## src/design/jdam_pkg.sv

```systemverilog
`timescale 1ns / 1ps
// Shared constants, types and helpers of the joystick dead-band axis mapper.
package jdam_pkg;

  localparam int SAMPLE_BITS_DEF = 10;

  localparam int DZ_W       = 9;
  localparam int FS_W       = 15;
  localparam int RES_W      = 16;
  localparam int QUO_W      = 16;
  localparam int DIV_STAGES = 4;
  localparam int DIV_STEPS  = QUO_W / DIV_STAGES;
  localparam int PIPE_STAGES = 2 + DIV_STAGES;

  localparam int CFG_IDX_W  = 2;
  localparam int CFG_DATA_W = 15;

  localparam logic [DZ_W-1:0] STICK_DZ_RST     = 9'd50;
  localparam logic [DZ_W-1:0] THR_DZ_RST       = 9'd25;
  localparam logic [FS_W-1:0] NORMAL_FS_RST    = 15'd32767;
  localparam logic [FS_W-1:0] PRECISION_FS_RST = 15'd8192;
  localparam logic [FS_W-1:0] THROTTLE_FULL    = 15'd32767;

  // Stick lanes; the throttle lane follows them.
  localparam int NUM_STICK  = 7;
  localparam int LANE_STEER = 0;
  localparam int LANE_YAW   = 1;
  localparam int LANE_PITCH = 2;
  localparam int LANE_ROLL  = 3;
  localparam int LANE_MX    = 4;
  localparam int LANE_MY    = 5;
  localparam int LANE_MZ    = 6;

  // Lanes that map mirrored: steer and the three translation axes.
  localparam logic [NUM_STICK-1:0] STICK_MIRROR = 7'b111_0001;

  typedef enum logic [CFG_IDX_W-1:0] {
    CFG_STICK_DZ     = 2'd0,
    CFG_THR_DZ       = 2'd1,
    CFG_NORMAL_FS    = 2'd2,
    CFG_PRECISION_FS = 2'd3
  } cfg_idx_e;

  typedef enum logic [1:0] {
    MODE_ZERO = 2'd0,
    MODE_FULL = 2'd1,
    MODE_DIV  = 2'd2
  } lane_mode_e;

  // How a lane forms its result: zero, full scale, or quotient; neg puts it below zero.
  typedef struct packed {
    lane_mode_e      mode;
    logic            neg;
    logic [FS_W-1:0] fs;
  } lane_ctl_t;

  typedef struct packed {
    logic [DZ_W-1:0] stick_dz;
    logic [DZ_W-1:0] thr_dz;
    logic [FS_W-1:0] fs_normal;
    logic [FS_W-1:0] fs_precision;
  } cfg_t;

  // Operand width: holds every sample span and twice the throttle margin.
  function automatic int opnd_width(int sb);
    return (sb > DZ_W + 1) ? sb : DZ_W + 1;
  endfunction

endpackage

```

## src/design/jdam_if.sv

```systemverilog


interface jdam_out_if import jdam_pkg::*; ();
  logic                    valid;
  logic                    ready;
  logic [FS_W-1:0]         throttle_out;
  logic signed [RES_W-1:0] steer;
  logic signed [RES_W-1:0] yaw;
  logic signed [RES_W-1:0] pitch;
  logic signed [RES_W-1:0] roll;
  logic signed [RES_W-1:0] move_x;
  logic signed [RES_W-1:0] move_y;
  logic signed [RES_W-1:0] move_z;

  modport source (
    output valid, throttle_out, steer, yaw, pitch, roll, move_x, move_y, move_z,
    input  ready
  );
  modport sink (
    input  valid, throttle_out, steer, yaw, pitch, roll, move_x, move_y, move_z,
    output ready
  );
endinterface

```

## src/design/jdam_merge.sv

```systemverilog
`timescale 1ns / 1ps
// Output register: gathers the lane results into one result item.
module jdam_merge import jdam_pkg::*; (
  input  logic                            clk_i,
  input  logic                            rst_ni,
  input  logic                            pipe_vld_i,
  input  logic [NUM_STICK:0][RES_W-1:0]   lane_res_i,
  output logic                            take_o,
  jdam_out_if.source                      out_o
);

  logic                              out_vld_q;
  logic [FS_W-1:0]                   thr_q;
  logic [NUM_STICK-1:0][RES_W-1:0]   stick_q;

  assign take_o = !out_vld_q || out_o.ready;

  always_ff @(posedge clk_i or negedge rst_ni) begin
    if (!rst_ni) begin
      out_vld_q <= 1'b0;
    end else if (take_o) begin
      out_vld_q <= pipe_vld_i;
    end
  end

  always_ff @(posedge clk_i) begin
    if (take_o && pipe_vld_i) begin
      thr_q   <= lane_res_i[NUM_STICK][FS_W-1:0];
      stick_q <= lane_res_i[NUM_STICK-1:0];
    end
  end

  assign out_o.valid        = out_vld_q;
  assign out_o.throttle_out = thr_q;
  assign out_o.steer        = $signed(stick_q[LANE_STEER]);
  assign out_o.yaw          = $signed(stick_q[LANE_YAW]);
  assign out_o.pitch        = $signed(stick_q[LANE_PITCH]);
  assign out_o.roll         = $signed(stick_q[LANE_ROLL]);
  assign out_o.move_x       = $signed(stick_q[LANE_MX]);
  assign out_o.move_y       = $signed(stick_q[LANE_MY]);
  assign out_o.move_z       = $signed(stick_q[LANE_MZ]);

endmodule

```

## src/flat_wrapper.sv

```systemverilog
// flat-port wrapper written by rule: the top's interface ports become plain ports
module jdam_merge_flat import jdam_pkg::*;
  (clk_i, rst_ni, pipe_vld_i, lane_res_i, take_o, out_o_valid, out_o_throttle_out, out_o_steer, out_o_yaw, out_o_pitch, out_o_roll, out_o_move_x, out_o_move_y, out_o_move_z, out_o_ready);
  jdam_out_if out_o_i ();
  input  logic clk_i;
  input  logic rst_ni;
  input  logic pipe_vld_i;
  input  logic [NUM_STICK:0][RES_W-1:0] lane_res_i;
  output logic take_o;
  output wire logic [$bits(out_o_i.valid)-1:0] out_o_valid;
  output wire logic [$bits(out_o_i.throttle_out)-1:0] out_o_throttle_out;
  output wire logic [$bits(out_o_i.steer)-1:0] out_o_steer;
  output wire logic [$bits(out_o_i.yaw)-1:0] out_o_yaw;
  output wire logic [$bits(out_o_i.pitch)-1:0] out_o_pitch;
  output wire logic [$bits(out_o_i.roll)-1:0] out_o_roll;
  output wire logic [$bits(out_o_i.move_x)-1:0] out_o_move_x;
  output wire logic [$bits(out_o_i.move_y)-1:0] out_o_move_y;
  output wire logic [$bits(out_o_i.move_z)-1:0] out_o_move_z;
  input wire logic [$bits(out_o_i.ready)-1:0] out_o_ready;
  assign out_o_valid = out_o_i.valid;
  assign out_o_throttle_out = out_o_i.throttle_out;
  assign out_o_steer = out_o_i.steer;
  assign out_o_yaw = out_o_i.yaw;
  assign out_o_pitch = out_o_i.pitch;
  assign out_o_roll = out_o_i.roll;
  assign out_o_move_x = out_o_i.move_x;
  assign out_o_move_y = out_o_i.move_y;
  assign out_o_move_z = out_o_i.move_z;
  assign out_o_i.ready = out_o_ready;
  jdam_merge u_core (.clk_i(clk_i), .rst_ni(rst_ni), .pipe_vld_i(pipe_vld_i), .lane_res_i(lane_res_i), .take_o(take_o), .out_o(out_o_i));
endmodule
```

## config.mk

```make
export PLATFORM = sky130hd
export DESIGN_NAME = jdam_merge_flat
export DESIGN_NICKNAME = d
export VERILOG_FILES = /design/src/design/jdam_pkg.sv /design/src/design/jdam_if.sv /design/src/design/jdam_merge.sv /design/src/flat_wrapper.sv
export SDC_FILE = /design/constraint.sdc
export NUM_CORES = 1
export LEC_CHECK = 0
export ABC_CLOCK_PERIOD_IN_PS = 5900
export BUFFER_PORTS_ARGS = -buffer_cell sky130_fd_sc_hd__buf_2
export CAP_MARGIN = 10
export CORE_AREA = 3 3 101 103
export CTS_CLUSTER_DIAMETER = 40
export DETAILED_ROUTE_END_ITERATION = 8
export DIE_AREA = 0 0 104 106
export PLACE_DENSITY = 0.79
export SLEW_MARGIN = 30
export SYNTH_ARGS = -nofsm -noshare
export SYNTH_HDL_FRONTEND = slang
export SYNTH_SLANG_ARGS = --single-unit
```

## constraint.sdc

```tcl
create_clock -name clk_i -period 5.9 [get_ports clk_i]
set_clock_uncertainty 0.15 [all_clocks]
set_input_delay 0.59 -clock clk_i [delete_from_list [all_inputs] [get_ports clk_i]]
set_output_delay 0.59 -clock clk_i [all_outputs]
set_load 0.005 [all_outputs]
```

## Yosys cells after proc, flatten, opt, wreduce, memory -nomap -nowiden

Index checks and enable logic that the tools add are counted.

| word-level totals | value |
|---|---|
| memory bits (writable) | 0 |
| output and inout port bits | 129 |
| logic and storage cells | 12 |
| register bits | 128 |
| bits in latches | 0 |
| ROM bits | 0 |
| bits of input ports | 132 |
| memories kept | 0 |

| operators by class | value |
|---|---|
| $mul | 0 |
| magnitude comparators | 0 |
| shifts and indexed selects | 0 |
| divide/modulo/power cells | 0 |
| add/sub/neg operators | 0 |
| reduce and logical (&&, ||, !) cells | 3 |
| mux-type cells | 0 |
| equal/unequal tests | 0 |
| bitwise operators | 0 |

Operator list:

| cell | number |
|---|---|
| logical AND 1 bit | 1 |
| zero test 1 bit | 1 |
| logical OR 1 bit | 1 |

## Logic depth before layout (Yosys ltp)

| depth | value |
|---|---|
| word-level depth | 3 |
| mapped depth | 2 |
| depth with buffers taken out | 2 |

## Least setup slack after synthesis

No wires, ideal clock.

| timing path | value |
|---|---|
| path type | in2reg |
| from | input port out_o_ready |
| to | register u_core.stick_q, in the netlist u_core.out_o.move_x[0], enable pin |
| stages | 2 |
| slack | 3689 ps |
| required time | 5352 ps |
| path buffers | 0 |
| arrival | 1663 ps |
| cell sequence | nand2b_4 and2_4 |

| between the ends | value |
|---|---|
| cells in the longest elaborated chain, start to end | 2 |

Ends and longest elaborated chain:

| what | RTL line | text |
|---|---|---|
| start: declaration | flat_wrapper.sv:19 | `input wire logic [$bits(out_o_i.ready)-1:0] out_o_ready;` |
| logical OR 1 bit | jdam_merge.sv:16 | `assign take_o = !out_vld_q \|\| out_o.ready;` |
| logical AND 1 bit | jdam_merge.sv:27 | `if (take_o && pipe_vld_i) begin` |
| end signal: assignment | jdam_merge.sv:29 | `stick_q <= lane_res_i[NUM_STICK-1:0];` |
| end: declaration | jdam_merge.sv:14 | `logic [NUM_STICK-1:0][RES_W-1:0] stick_q;` |

Every way passes these cells.
A chain may end at the register's enable or synchronous reset.

## Final worst setup path

| timing path | value |
|---|---|
| from | register u_core.out_vld_q, in the netlist u_core.out_o.valid |
| to | register u_core.stick_q, in the netlist u_core.out_o.move_z[10], enable pin |

| between the ends | value |
|---|---|
| cells in the longest elaborated chain, start to end | 3 |

Ends and longest elaborated chain:

| what | RTL line | text |
|---|---|---|
| start: declaration | jdam_merge.sv:12 | `logic out_vld_q;` |
| start signal: assignment | jdam_merge.sv:22 | `out_vld_q <= pipe_vld_i;` |
| zero test 1 bit | jdam_merge.sv:16 |  |
| logical OR 1 bit | jdam_merge.sv:16 |  |
| logical AND 1 bit | jdam_merge.sv:27 |  |

Every way passes these cells.

==> flow_metrics.env <==
export IMPL_cts_sinks=128
export IMPL_finalHoldViolCount=0
export IMPL_path_buf_inv=1
export IMPL_leakage_nw=2.54
export IMPL_cts_root_buffer="clkbuf_8"
export IMPL_critPathSlowestCell="and2_4"
export IMPL_drt_vias_per_instance=4.36
export IMPL_p_int_mw=1.78
export IMPL_yosys_register_bits=128
export IMPL_yosys_warnings=0
export IMPL_gp_congestion=0.741
export IMPL_cts_tree="yes"
export IMPL_drive_above_1_share=0.689
export IMPL_drtIter0Drc=122
export IMPL_min_period_over_period=0.422
export IMPL_htreeDepth=4
export IMPL_fin_tns_setup_ns=0
export IMPL_remaining_drc_errors=0
export IMPL_ant_nets=0
export IMPL_worst_slew_pin_slew_ns=0.911
export IMPL_ys_seq_area_frac=0.993
export IMPL_total_power_mw=2.22
export IMPL_rows=35
export IMPL_crit_type="reg2reg"
export IMPL_cap_violations=0
export IMPL_synth_cell_types=5
export IMPL_insertedDiodeCount=0
export IMPL_syn_num_nets=263
export IMPL_fmax_mhz=402
export IMPL_cts_made_buffers=17
export IMPL_final_util=0.640
export IMPL_grt_pass1_vias=2462
export IMPL_syn_instance_count=131
export IMPL_synthesis_area_um2=3870
export IMPL_cp_arrival_ns=2.47
export IMPL_cp_slowest_stage_delay_ns=0.72
export IMPL_critical_path_cell_chain="nand2b_4 -> and2_4 -> buf_4"
export IMPL_comb_power_share=0.055
export IMPL_die_x_um=104
export IMPL_core_um2=9280
export IMPL_cts_setup_buffers=0
export IMPL_die_h_um=106
export IMPL_fin_crit_ns=2.49
export IMPL_end_kind="flip-flop"
export IMPL_grt_max_degree=76
export IMPL_path_delay_family="simple AND/OR/NAND/NOR gates"
export IMPL_grt_pass1_wl_um=13400
export IMPL_io_buffer_count=259
export IMPL_area_growth_syn_to_layout_pct=53.5
export IMPL_grt_setup_unrepaired="no"
export IMPL_ios=261
export IMPL_p_sw_mw=0.440
export IMPL_grt_util_all_layers=0.166
export IMPL_synth_top_area_share=0.986
export IMPL_synth_area_leader_cell="edfxtp_1"
export IMPL_hold_slack_ns=0.112
export IMPL_cp_start_kind="flip-flop"
export IMPL_wire_per_inst_um=16.6
export IMPL_grt_overflow_total=0
export IMPL_clk_path_buf_depth=2
export IMPL_sw_frac_of_total=0.198
export IMPL_status="finished, final reports clean"
export IMPL_ys_top_cells_by_area="edfxtp_1, dfrtp_1, nand2b_4, and2_4, nand2b_1"
export IMPL_drt_wl_total_um=9180
export IMPL_clkPwrFrac=0.462
export IMPL_syn_area_per_cell_um2=29.5
export IMPL_insertion_delay_ns=0.50
export IMPL_vias=2409
export IMPL_die_area_um2=11000
export IMPL_start_util=0.417
export IMPL_firstDrtPassIters=4
export IMPL_slew_viol_final=0
export IMPL_pwr_share_seq=0.483
export IMPL_grt_antenna_before_repair=5
export IMPL_max_slew_margin=0.393
export IMPL_path_clk_slew_ns=0.06
export IMPL_cp_data_required_time_ns=5.88
export IMPL_cp_max_fo=75
export IMPL_power_density_nw_per_um2=374
export IMPL_peakVddDrop_mv=0.223
export IMPL_fin_nets=543
export IMPL_setup_violations=0
export IMPL_min_path_type="in2reg"
[timing repair]
| action | CTS | global route |
|---|---|---|
| hold buffers | 1 | 0 |
| endpoints found under the hold margin | 1 | 0 |
| gates resized for setup | 0 | 0 |
[power groups by stage]
stage,clock (mW),combinational (mW),sequential [mW]
after floorplan,0,0.0177,1.10
after global placement,0,0.120,1.09
after detailed placement,0,0.123,1.09
after CTS,1.05,0.124,1.07
after global routing,1.09,0.134,1.08
final,1.03,0.121,1.07
[layer usage]
metal	GRT usage	wire length, µm	up-vias
met5	0	56	-
met4	0.0684	161	10
met3	0.103	1160	24
met2	0.284	4830	157
met1	0.161	2980	1124
li1	-	-	1094
[kinds of logic (layout without fill, tap and decap cells)]
kind of cell,count (synthesis),after routing,synth area share
flip-flops,128,128,0.993
buffers and inverters,0,293,0
AND/OR/NAND/NOR,3,3,0.00744
[stage by stage]
step / cells / instance area, µm² / setup slack [ns]
after floorplan: 131 / 3870 / 3.69
after global placement: 520 / 5330 / 3.16
after detailed placement: 520 / 5330 / 3.10
after CTS: 553 / 5940 / 3.41
after global routing: 553 / 5940 / 3.22
final: 553 / 5940 / 3.41
[worst reg2reg max path, stage by stage (launching register included)]
cell,delay (ns)
dfrtp_1,0.41
nand2b_4,0.09
and2_4,0.72
buf_4,0.72
[flip-flops by register name (all words and copies together), names as in the netlist]
register                   cells
u_core.out_o.move_z           16
u_core.out_o.throttle_out     15
u_core.out_o.move_x           16
u_core.out_o.valid             1
u_core.out_o.yaw              16
u_core.out_o.roll             16
u_core.out_o.steer            16
u_core.out_o.pitch            16
u_core.out_o.move_y           16
[cell usage after synthesis]
cell type  number
edfxtp_1      127
nand2b_4        1
and2_4          1
dfrtp_1         1
nand2b_1        1
[final timing paths]
path,start,to,slack [ns],cells after the start
worst max-delay path,u_core.out_o.valid$_DFFE_PN0P_,u_core.out_o.move_z[10]$_DFFE_PP_,3.41,3
max in group asynchronous,rst_ni,u_core.out_o.valid$_DFFE_PN0P_,5.26,2
worst max register to register,u_core.out_o.valid$_DFFE_PN0P_,u_core.out_o.move_z[10]$_DFFE_PP_,3.41,3
min in group asynchronous,rst_ni,u_core.out_o.valid$_DFFE_PN0P_,0.25,2
worst min-delay path,lane_res_i[113],u_core.out_o.throttle_out[1]$_DFFE_PP_,0.11,1
worst min register to register,u_core.out_o.valid$_DFFE_PN0P_,u_core.out_o.valid$_DFFE_PN0P_,0.40,2
[layout make-up]
class                   instances  area (µm²)
clock buffers                  20         435
clock inverters                12         160
fillers                       684        3350
multi-input cells               3        28.8
flip-flops and latches        128        3840
well taps                     129         161
repair buffers                261        1310
[cell usage in the layout (no fill, tap or decap)]
| master | count |
|---|---|
| buf_2 | 259 |
| edfxtp_1 | 127 |
| clkbuf_16 | 16 |
| clkinvlp_4 | 4 |
| bufinv_16 | 3 |
| clkbuf_8 | 2 |
| inv_6 | 2 |
| clkbuf_1 | 2 |
| clkinv_4 | 2 |
| nand2b_4 | 1 |
| nand2b_1 | 1 |
| and2_4 | 1 |
| clkinv_2 | 1 |
| dlygate4sd3_1 | 1 |
| buf_4 | 1 |
| dfrtp_1 | 1 |
No activity file was read; power rests on OpenSTA's default activity.
