### config.mk
export PLATFORM = sky130hd
export DESIGN_NAME = jdam_stick_prep
export DESIGN_NICKNAME = d
export VERILOG_FILES = /design/src/design/jdam_pkg.sv /design/src/design/jdam_stick_prep.sv
export SDC_FILE = /design/constraint.sdc
export NUM_CORES = 1
export LEC_CHECK = 0
export ABC_AREA = 1
export BUFFER_PORTS_ARGS = -buffer_cell sky130_fd_sc_hd__buf_4
export CAP_MARGIN = 10
export CORE_ASPECT_RATIO = 2
export CORE_MARGIN = 2
export CORE_UTILIZATION = 54
export DETAILED_ROUTE_END_ITERATION = 7
export GPL_TIMING_DRIVEN = 0
export PLACE_DENSITY = 0.95
export SYNTH_ARGS = -nofsm -noshare
export SYNTH_HDL_FRONTEND = slang
export SYNTH_SLANG_ARGS = --single-unit
export TNS_END_PERCENT = 20
### constraint.sdc
create_clock -name vclk -period 2.74
set_clock_uncertainty 0.05 [all_clocks]
set_input_delay 0.137 -clock vclk [all_inputs]
set_output_delay 0.137 -clock vclk [all_outputs]
set_load 0.03 [all_outputs]
### src/design/jdam_pkg.sv
`timescale 1ns / 1ps
// Shared constants, types and helpers of the joystick dead-band axis mapper.
package jdam_pkg;

  localparam int SAMPLE_BITS_DEF = 10;

  localparam int DZ_W       = 9;
  localparam int FS_W       = 15;
  localparam int RES_W      = 16;
  localparam int QUO_W      = 16;
  localparam int DIV_STAGES = 4;
  localparam int DIV_STEPS  = QUO_W / DIV_STAGES;
  localparam int PIPE_STAGES = 2 + DIV_STAGES;

  localparam int CFG_IDX_W  = 2;
  localparam int CFG_DATA_W = 15;

  localparam logic [DZ_W-1:0] STICK_DZ_RST     = 9'd50;
  localparam logic [DZ_W-1:0] THR_DZ_RST       = 9'd25;
  localparam logic [FS_W-1:0] NORMAL_FS_RST    = 15'd32767;
  localparam logic [FS_W-1:0] PRECISION_FS_RST = 15'd8192;
  localparam logic [FS_W-1:0] THROTTLE_FULL    = 15'd32767;

  // Stick lanes; the throttle lane follows them.
  localparam int NUM_STICK  = 7;
  localparam int LANE_STEER = 0;
  localparam int LANE_YAW   = 1;
  localparam int LANE_PITCH = 2;
  localparam int LANE_ROLL  = 3;
  localparam int LANE_MX    = 4;
  localparam int LANE_MY    = 5;
  localparam int LANE_MZ    = 6;

  // Lanes that map mirrored: steer and the three translation axes.
  localparam logic [NUM_STICK-1:0] STICK_MIRROR = 7'b111_0001;

  typedef enum logic [CFG_IDX_W-1:0] {
    CFG_STICK_DZ     = 2'd0,
    CFG_THR_DZ       = 2'd1,
    CFG_NORMAL_FS    = 2'd2,
    CFG_PRECISION_FS = 2'd3
  } cfg_idx_e;

  typedef enum logic [1:0] {
    MODE_ZERO = 2'd0,
    MODE_FULL = 2'd1,
    MODE_DIV  = 2'd2
  } lane_mode_e;

  // How a lane forms its result: zero, full scale, or quotient; neg puts it below zero.
  typedef struct packed {
    lane_mode_e      mode;
    logic            neg;
    logic [FS_W-1:0] fs;
  } lane_ctl_t;

  typedef struct packed {
    logic [DZ_W-1:0] stick_dz;
    logic [DZ_W-1:0] thr_dz;
    logic [FS_W-1:0] fs_normal;
    logic [FS_W-1:0] fs_precision;
  } cfg_t;

  // Operand width: holds every sample span and twice the throttle margin.
  function automatic int opnd_width(int sb);
    return (sb > DZ_W + 1) ? sb : DZ_W + 1;
  endfunction

endpackage

### src/design/jdam_stick_prep.sv
`timescale 1ns / 1ps
// Dead-band test of one stick sample and the operands of its linear map.
module jdam_stick_prep import jdam_pkg::*; #(
  parameter int SAMPLE_BITS = SAMPLE_BITS_DEF
) (
  input  logic [SAMPLE_BITS-1:0]             sample_i,
  input  logic [DZ_W-1:0]                    dz_i,
  input  logic [FS_W-1:0]                    fs_i,
  input  logic                               mirror_i,
  output logic [opnd_width(SAMPLE_BITS)-1:0] num_o,
  output logic [opnd_width(SAMPLE_BITS)-1:0] den_o,
  output lane_ctl_t                          ctl_o
);

  localparam int DW = opnd_width(SAMPLE_BITS);
  localparam int SW = DW + 2;
  localparam logic signed [SW-1:0] CTR    = SW'(2 ** (SAMPLE_BITS - 1));
  localparam logic signed [SW-1:0] TOP    = SW'(2 ** SAMPLE_BITS - 1);
  localparam logic signed [SW-1:0] ZERO_S = '0;

  logic signed [SW-1:0] v;
  logic signed [SW-1:0] d;
  logic signed [SW-1:0] hi_start;
  logic signed [SW-1:0] lo_end;
  logic signed [SW-1:0] hi_den;

  assign v        = $signed(SW'(sample_i));
  assign d        = $signed(SW'(dz_i));
  assign hi_start = CTR + d;
  assign lo_end   = CTR - d;
  assign hi_den   = TOP - hi_start;

  always_comb begin
    num_o      = '0;
    den_o      = '0;
    ctl_o.mode = MODE_ZERO;
    ctl_o.neg  = 1'b0;
    ctl_o.fs   = fs_i;
    if (v >= hi_start) begin
      ctl_o.neg = mirror_i;
      if (hi_den <= ZERO_S) begin
        ctl_o.mode = MODE_FULL;
      end else begin
        ctl_o.mode = MODE_DIV;
        den_o      = DW'(hi_den);
        num_o      = mirror_i ? DW'(TOP - v) : DW'(v - hi_start);
      end
    end else if (v <= lo_end) begin
      ctl_o.neg = !mirror_i;
      if (lo_end <= ZERO_S) begin
        ctl_o.mode = MODE_FULL;
      end else begin
        ctl_o.mode = MODE_DIV;
        den_o      = DW'(lo_end);
        num_o      = mirror_i ? DW'(lo_end - v) : DW'(v);
      end
    end
  end

endmodule

# --- After elaboration in Yosys (flattened, before gate mapping) ---
# Index checks and enable logic that the tools add are counted.
# W data, S select, Z words.
word_totals:
  ff_bits: 0
  output_inout_bits: 38
  inputBits: 35
op_classes:
  n_lt_le_gt_ge: 4
  reduce_logical: 1
  add_sub_neg: 6
  mux: 14
op_table:
  columns: ["op", "n"]
  rows:
  - ["$mux W10", 10]
  - ["$sub A10 B10 Y10", 2]
  - ["$le A12 B1 Y1 const B", 1]
  - ["$sub A10 B11 Y12 const A", 1]
  - ["$add A10 B9 Y11 const A", 1]
  - ["$ge A10 B11 Y1", 1]
  - ["$le A11 B1 Y1 const B", 1]
  - ["$le A11 B11 Y1", 1]
  - ["$sub A10 B9 Y11 const A", 1]
  - ["$sub A10 B10 Y10 const A", 1]
  - ["$mux W3", 2]
  - ["$mux W2", 2]
  - ["$logic_not A1 Y1", 1]

# --- Depth between registers and ports, before layout ---
# Gate-level depths: netlist of run 1.
logic_depth:
  word_depth: 6
  mapped_depth: 20
  ltp_nobuf: 19

# --- Worst setup path before layout of run 1 ---
# OpenSTA, ideal clock, no wires.
synth_path:
  kind: "input to output"
  start: "input port dz_i[0]"
  end: "output port den_o[9]"
  path_stages: 19
  slack_ns: 0.121
  arrival_ns: 2.432
  required_ns: 2.553
  path_cell_list: "inv_1 ha_1 inv_1 nor2_1 nand4_1 nand2_2 ha_1 nand2_1 inv_1 nand2_1 nor2_1 nand2_1 nand2_1 a21oi_1 nand3_1 nand2_2 buf_6 nand2_1 nor2_1"
synth_via:
  elab_chain_cells: 5
  word_cells_on_any_way: 11
  classes_between: "add/sub (3); order compare (4); mux (4)"
synth_lines:
  columns: ["element", "line_no", "rtl"]
  rows:
  - ["from (decl)", "jdam_stick_prep.sv:7", "input logic [DZ_W-1:0] dz_i,"]
  - ["$add A10 B9 Y11 / $sub A10 B9 Y11 (equally long branches)", "jdam_stick_prep.sv:29, jdam_stick_prep.sv:30", null]
  - ["$sub A10 B11 Y12 / $le A11 B1 Y1 (equally long branches)", "jdam_stick_prep.sv:31, jdam_stick_prep.sv:50", null]
  - ["$le A12 B1 Y1 / $mux W10 (equally long branches)", "jdam_stick_prep.sv:41, jdam_stick_prep.sv:50", null]
  - ["$mux W10, on equally long branches", "jdam_stick_prep.sv:41, jdam_stick_prep.sv:48", null]
  - ["$mux W10 *", "jdam_stick_prep.sv:39", "if (v >= hi_start) begin"]
  - ["to (decl)", "jdam_stick_prep.sv:11", "output logic [opnd_width(SAMPLE_BITS)-1:0] den_o,"]
# Every way passes the cells marked *; elsewhere a longest branch is shown, timed or not.

# --- Final worst setup path of run 1 ---
layout_path:
  start: "input port dz_i[1]"
  end: "output port den_o[5]"
# Same word-level chain as after synthesis.

==> run metrics, run 1 <==
run status finished clean; Worst Path Buf+Inv 6; Tightest Hold Check Type primary input to output pin; critical path's most frequent cell buf_4; biggest area consumer among synthesized cells nand2_1; Starting Density 56.79%; routed vias 2,863; Design Area, Final 0.002833 mm²; CP Class primary input to output pin; Synth Warn # 0; core area 0.003646 mm²; Unique masters post-synth 36; diode count 0; Synthesized Nets 442; Worst Path Arrival 2.49 ns; Avg WL per Cell 15.83 µm; final wirelength 7869 µm; cell with the most instances after synthesis nand2_1; share of cells above drive strength 1 30.80%; Final min period 2.681 ns; setup violators final 0; Port Buffers 58; syn avg cell area 5.421 µm²; commonest cells in the netlist 122 x nand2_1, 52 x inv_1, 50 x nand3_1; CLK BUF 0; Slew Limit Headroom 56.25%; Syn Std Cell Area 0.002071 mm²; row cnt 31; Die Y-Extent 91.58 µm; Area Overhead vs Synth 36.80%; first-pass GRT wire length 12,020 µm; CP Depth 17; Final Max Slew Viols 0; Hold Vio Cnt, Final 0; All-Layer GR Usage 36.09%; Final HPWL DP 5771 µm; Worst Setup SP dz_i[1]; met3 wire len 647 µm; Cell Pwr Density 266.5 mW/mm²; Seq cells 0; DRT iter0 DRCs 197; top fanout value on the critical path 5; worst-margin pin slew 0.6563 ns; max-capacitance violation count 0; register area share after synthesis 0%; final core utilization 77.69%; Vias/cell 5.761; Crit path max-delay family simple AND/OR/NAND/NOR gates; Slowest-stage cell, CP ha_4; chip width 47.79 µm; cells after synthesis 382; M1 WL 2702 µm; met2 WL 4009 µm; Tcrit/Tclk final 97.84%; critical-path cell list buf_4, clkinvlp_4, ha_4, inv_4, nor2_4, nand4_1, nand2_2, ha_4, buf_4, nand2_1, nor2_1, nand3_1, nand2_4, buf_6, nand3_1, nand2_1, buf_4; initial antenna violation count 0; top cells by area, synth nand2_1 22%, ha_1 14%, nand3_1 12%; Placed Area 0.002567 mm²; critical path startpoint category primary input; TritonRoute pass-1 iters 5; Reg area 0 µm²; fmax 373.0 MHz; Crit. End Element output pin; GPL Wtd Cong 0.9719; Peak supply drop 189.0 µV; Worst EP required 2.55 ns; I/O pin total 73; fillers 306; DR DRC count 0; RSZ-0062 raised after global routing yes; largest net degree at the start of global routing 11; Synth top area share 22.11%; Antenna Violating Nets Remaining 0; Hold Slack 0.4409 ns; crit path capture den_o[5]; final net count 510; vias in the first global route 2,775; die area 0.004376 mm²; grt ovf 0; CP max stage delay 0.31 ns; LEAKAGE 1.570 nW; top sig layer met4
[per-layer routing]
metal  up-vias  track usage (%)
li1       1359                -
met1      1266            38.95
met4         0            20.27
met3        42            4.175
met5         -                0
met2       196            61.67
[logic make-up (layout without fill, tap and decap cells)]
group | after synthesis | in the layout | share of synthesized area [%]
AOI/OAI and AO/OA | 45 | 45 | 12.75
xor gates and xnor gates | 5 | 5 | 2.115
adders and majority gates | 25 | 25 | 15.83
buffers and inverters | 76 | 142 | 18.97
and+or+nand+nor | 231 | 231 | 50.33
[report_power, final]
part / internal, mW / leakage, nW / switching, mW
Combinational: 0.294 / 1.57 / 0.461
Sequential: 0 / 0 / 0
Clock: 0 / 0 / 0
Total: 0.294 / 1.57 / 0.461
[final cells by class]
class,instances,area (µm²),area share [%]
plain buffers,24,198.9,7.023
inverters,52,205.2,7.244
multi-input cells,306,1842,65.02
well taps,49,61.31,2.164
repair buffers,66,525.5,18.55
[stage by stage]
| step | setup WS [ns] | power, mW | cells | setup TNS, ns |
|---|---|---|---|---|
| 2_1_floorplan | 0.1205 | 0.4546 | 382 | 0 |
| 3_3_place_gp | -0.3307 | 0.6510 | 489 | -6.142 |
| 3_5_place_dp | -0.3598 | 0.6588 | 489 | -6.860 |
| 4_1_cts | 0.02078 | 0.6880 | 494 | 0 |
| 5_1_grt | -0.1535 | 0.8112 | 497 | -2.481 |
| 6_report | 0.05928 | 0.7549 | 497 | 0 |
[placed cells by master (no fill, tap or decap), drive strengths merged]
cell         synthesis  routed
xor2                 2       2
or2                  3       3
nand3               51      51
buf                 19      86
a21oi               19      19
fa                   2       2
xnor2                3       3
o21bai               3       3
o211ai               5       5
ha                  23      23
nand4                6       6
a21o                 1       1
and2                 2       2
nand3b               4       4
nand2              127     127
dlygate4sd1          1       1
a22oi                1       1
o22ai                2       2
nor3                 2       2
inv                 52      50
o21ai               14      14
clkinvlp             0       2
nor2                36      36
clkbuf               4       3
[how the worst min path moves through the flow]
| stage | from | to | slack, ns | depth (start not counted) |
|---|---|---|---|---|
| finish | fs_i[8] | ctl_o[8] | 0.44 | 2 |
| global route | fs_i[6] | ctl_o[6] | 0.44 | 2 |
| CTS | fs_i[11] | ctl_o[11] | 0.44 | 2 |
| detailed placement | fs_i[11] | ctl_o[11] | 0.44 | 2 |
| global placement | fs_i[8] | ctl_o[8] | 0.44 | 2 |
| floorplan | fs_i[0] | ctl_o[0] | 0.36 | 1 |
[what timing repair did]
action | 4_1_cts | 5_1_grt
buffers inserted | 3 | 3
gates resized for setup | 16 | 30
pin swaps | 2 | 9
hold buffers | 0 | 0
cloned | 2 | 0
setup endpoints to repair | 23 | 22
Note: power is estimated with default switching activity, not from simulation.
==> run 2: changes to the inputs <==
- CORE_UTILIZATION: 54 -> 51
- PLACE_DENSITY: 0.95 -> 0.93
==> run 2 against run 1 <==
Net effect:
- hold slack lost 0.00073 ns
- final area shrank 2.9%
- critical path type unchanged
- non-clock buffer count shrank 5
- global-route usage shrank 5.1 points
- cell count shrank 0.60%
- via count shrank 5.1%
- utilization shrank 6.8 points
- first-iteration DRC count shrank 44%
- setup slack gained 0.051 ns
- sequential cell count is the same
==> run metrics, run 2 (synthesis gave the netlist of run 1 again) <==
Port Buffers 58 (unchanged); Tightest Hold Check Type primary input to output pin; hold wc startpoint fs_i[10]; CP Class primary input to output pin; Crit path max-delay family simple AND/OR/NAND/NOR gates; setup TNS 0 ns (unchanged); Final HPWL DP 5853 µm (+1.4%); die area 0.004617 mm² (+5.5%); Tcrit/Tclk final 95.97% (-1.9 points); largest net degree at the start of global routing 11 (unchanged); DRT iter0 DRCs 110 (-44%); Final min period 2.630 ns (-0.05113 ns); share of cells above drive strength 1 29.35% (-1.5 points); DR DRC count 0 (unchanged); row cnt 32 (+3.2%); Worst EP required 2.55 ns (about the same); critical path startpoint category primary input; Seq cells 0 (unchanged); critical-path cell list buf_4, clkinvlp_4, ha_4, inv_1, nor2_2, nand4_1, nand2_2, ha_4, nand2_4, inv_1, nand2_1, nor2_1, nand2_1, nand2_1, a21oi_2, nand3_2, nand2_4, buf_8, nand3_1, nand2_1, buf_4; Worst Path Arrival 2.44 ns (-0.05 ns); most frequent cells in the layout 117 x nand2_1, 74 x buf_4, 48 x nand3_1; Flop pwr share 0% (unchanged); routed vias 2,716 (-5.1%); Worst Setup SP dz_i[0]; TritonRoute pass-1 iters 4 (-1); run status finished clean; I/O pin total 73 (unchanged); GPL Wtd Cong 0.9852 (+1.4%); critical path's most frequent cell nand2_1; vias in the first global route 2,564 (-7.6%); diode count 0 (unchanged); top fanout value on the critical path 10 (+5); Antenna Violating Nets Remaining 0 (unchanged); final wirelength 7218 µm (-8.3%); setup violators final 0 (unchanged); Final Max Slew Viols 0 (unchanged); switch share 61.51% (+0.50 points); final core utilization 70.84% (-6.8 points); internal power 0.2752 mW (-6.5%); Die Y-Extent 94.12 µm (+2.8%); fmax 380.3 MHz (+1.9%); combinational share of power 100.0% (about the same); Avg WL per Cell 14.61 µm (-7.7%); worst-margin pin slew 0.6142 ns (-0.04210 ns); Clock power frac 0% (unchanged); Reg area 0 µm² (unchanged); most common cell after layout, fill and taps aside nand2_1; Peak supply drop 171.7 µV (-9.1%); initial antenna violation count 0 (unchanged); Slowest-stage cell, CP ha_4; Cells after DPL 491 (+0.41%); Starting Density 53.32% (-3.5 points); Hold Vio Cnt, Final 0 (unchanged); Slew Limit Headroom 59.05% (+2.8 points); CP max stage delay 0.23 ns (-0.08 ns); first-pass GRT wire length 11,300 µm (-6.0%); core area 0.003884 mm² (+6.5%); Cell Pwr Density 259.9 mW/mm² (-2.5%); final net count 505 (-0.98%); sw power 0.4398 mW (-4.5%); Layout Cells excl Fill 494 (-0.60%); LEAKAGE 1.537 nW (-2.1%); Hold Slack 0.4401 ns (-0.0007300 ns); chip width 49.06 µm (+2.7%); All-Layer GR Usage 30.97% (-5.1 points); Vias/cell 5.498 (-4.6%); grt ovf 0 (unchanged); Worst Path Buf+Inv 6 (unchanged); Crit. End Element output pin; max-capacitance violation count 0 (unchanged); CLK BUF 0 (unchanged); Area Overhead vs Synth 32.87%
-- run 2: final timing paths --
check             depth (start not counted)  slack (ns)        end
setup / recovery                         21        0.11   den_o[6]
hold / removal                            2        0.44  ctl_o[10]
-- run 2: power by group through the flow --
| stage | Sequential, mW | Combinational, mW | Clock [mW] |
|---|---|---|---|
| after global placement | 0 | 0.649 | 0 |
| after floorplan | 0 | 0.455 | 0 |
| final | 0 | 0.715 | 0 |
| after CTS | 0 | 0.675 | 0 |
| after global routing | 0 | 0.773 | 0 |
| after detailed placement | 0 | 0.661 | 0 |
-- run 2: area by class of cell --
cell class                 count  area (µm²)
multi-input combinational    306        1822
fill                         332        1132
timing repair buffer          61       465.4
inverter                      52       201.4
buffer                        24       198.9
tap                           51       63.81
-- run 2: what timing repair did --
| item | in CTS | in global routing |
|---|---|---|
| gates cloned | 0 | 1 |
| setup buffers | 1 | 1 |
| hold buffers | 0 | 0 |
| resized for setup | 8 | 27 |
| pin swaps | 1 | 5 |
| setup endpoints to repair | 23 | 22 |
-- run 2: routing by layer --
| layer | GRT usage [%] | wire [µm] | up-vias |
|---|---|---|---|
| li1 | - | - | 1341 |
| met1 | 29.81 | 2515 | 1191 |
| met2 | 61.53 | 3745 | 137 |
| met3 | 1.752 | 387 | 47 |
| met4 | 19.52 | 570 | 0 |
| met5 | 0 | 0 | - |
-- run 2: metrics by stage --
stage / worst slack [ns] / power [mW] / instance area [µm²]
finish: 0.1104 / 0.7150 / 2751
global route: -0.01299 / 0.7731 / 2751
CTS: 0.01833 / 0.6752 / 2624
detailed placement: -0.3223 / 0.6605 / 2570
global placement: -0.2981 / 0.6488 / 2570
floorplan: 0.1205 / 0.4546 / 2071
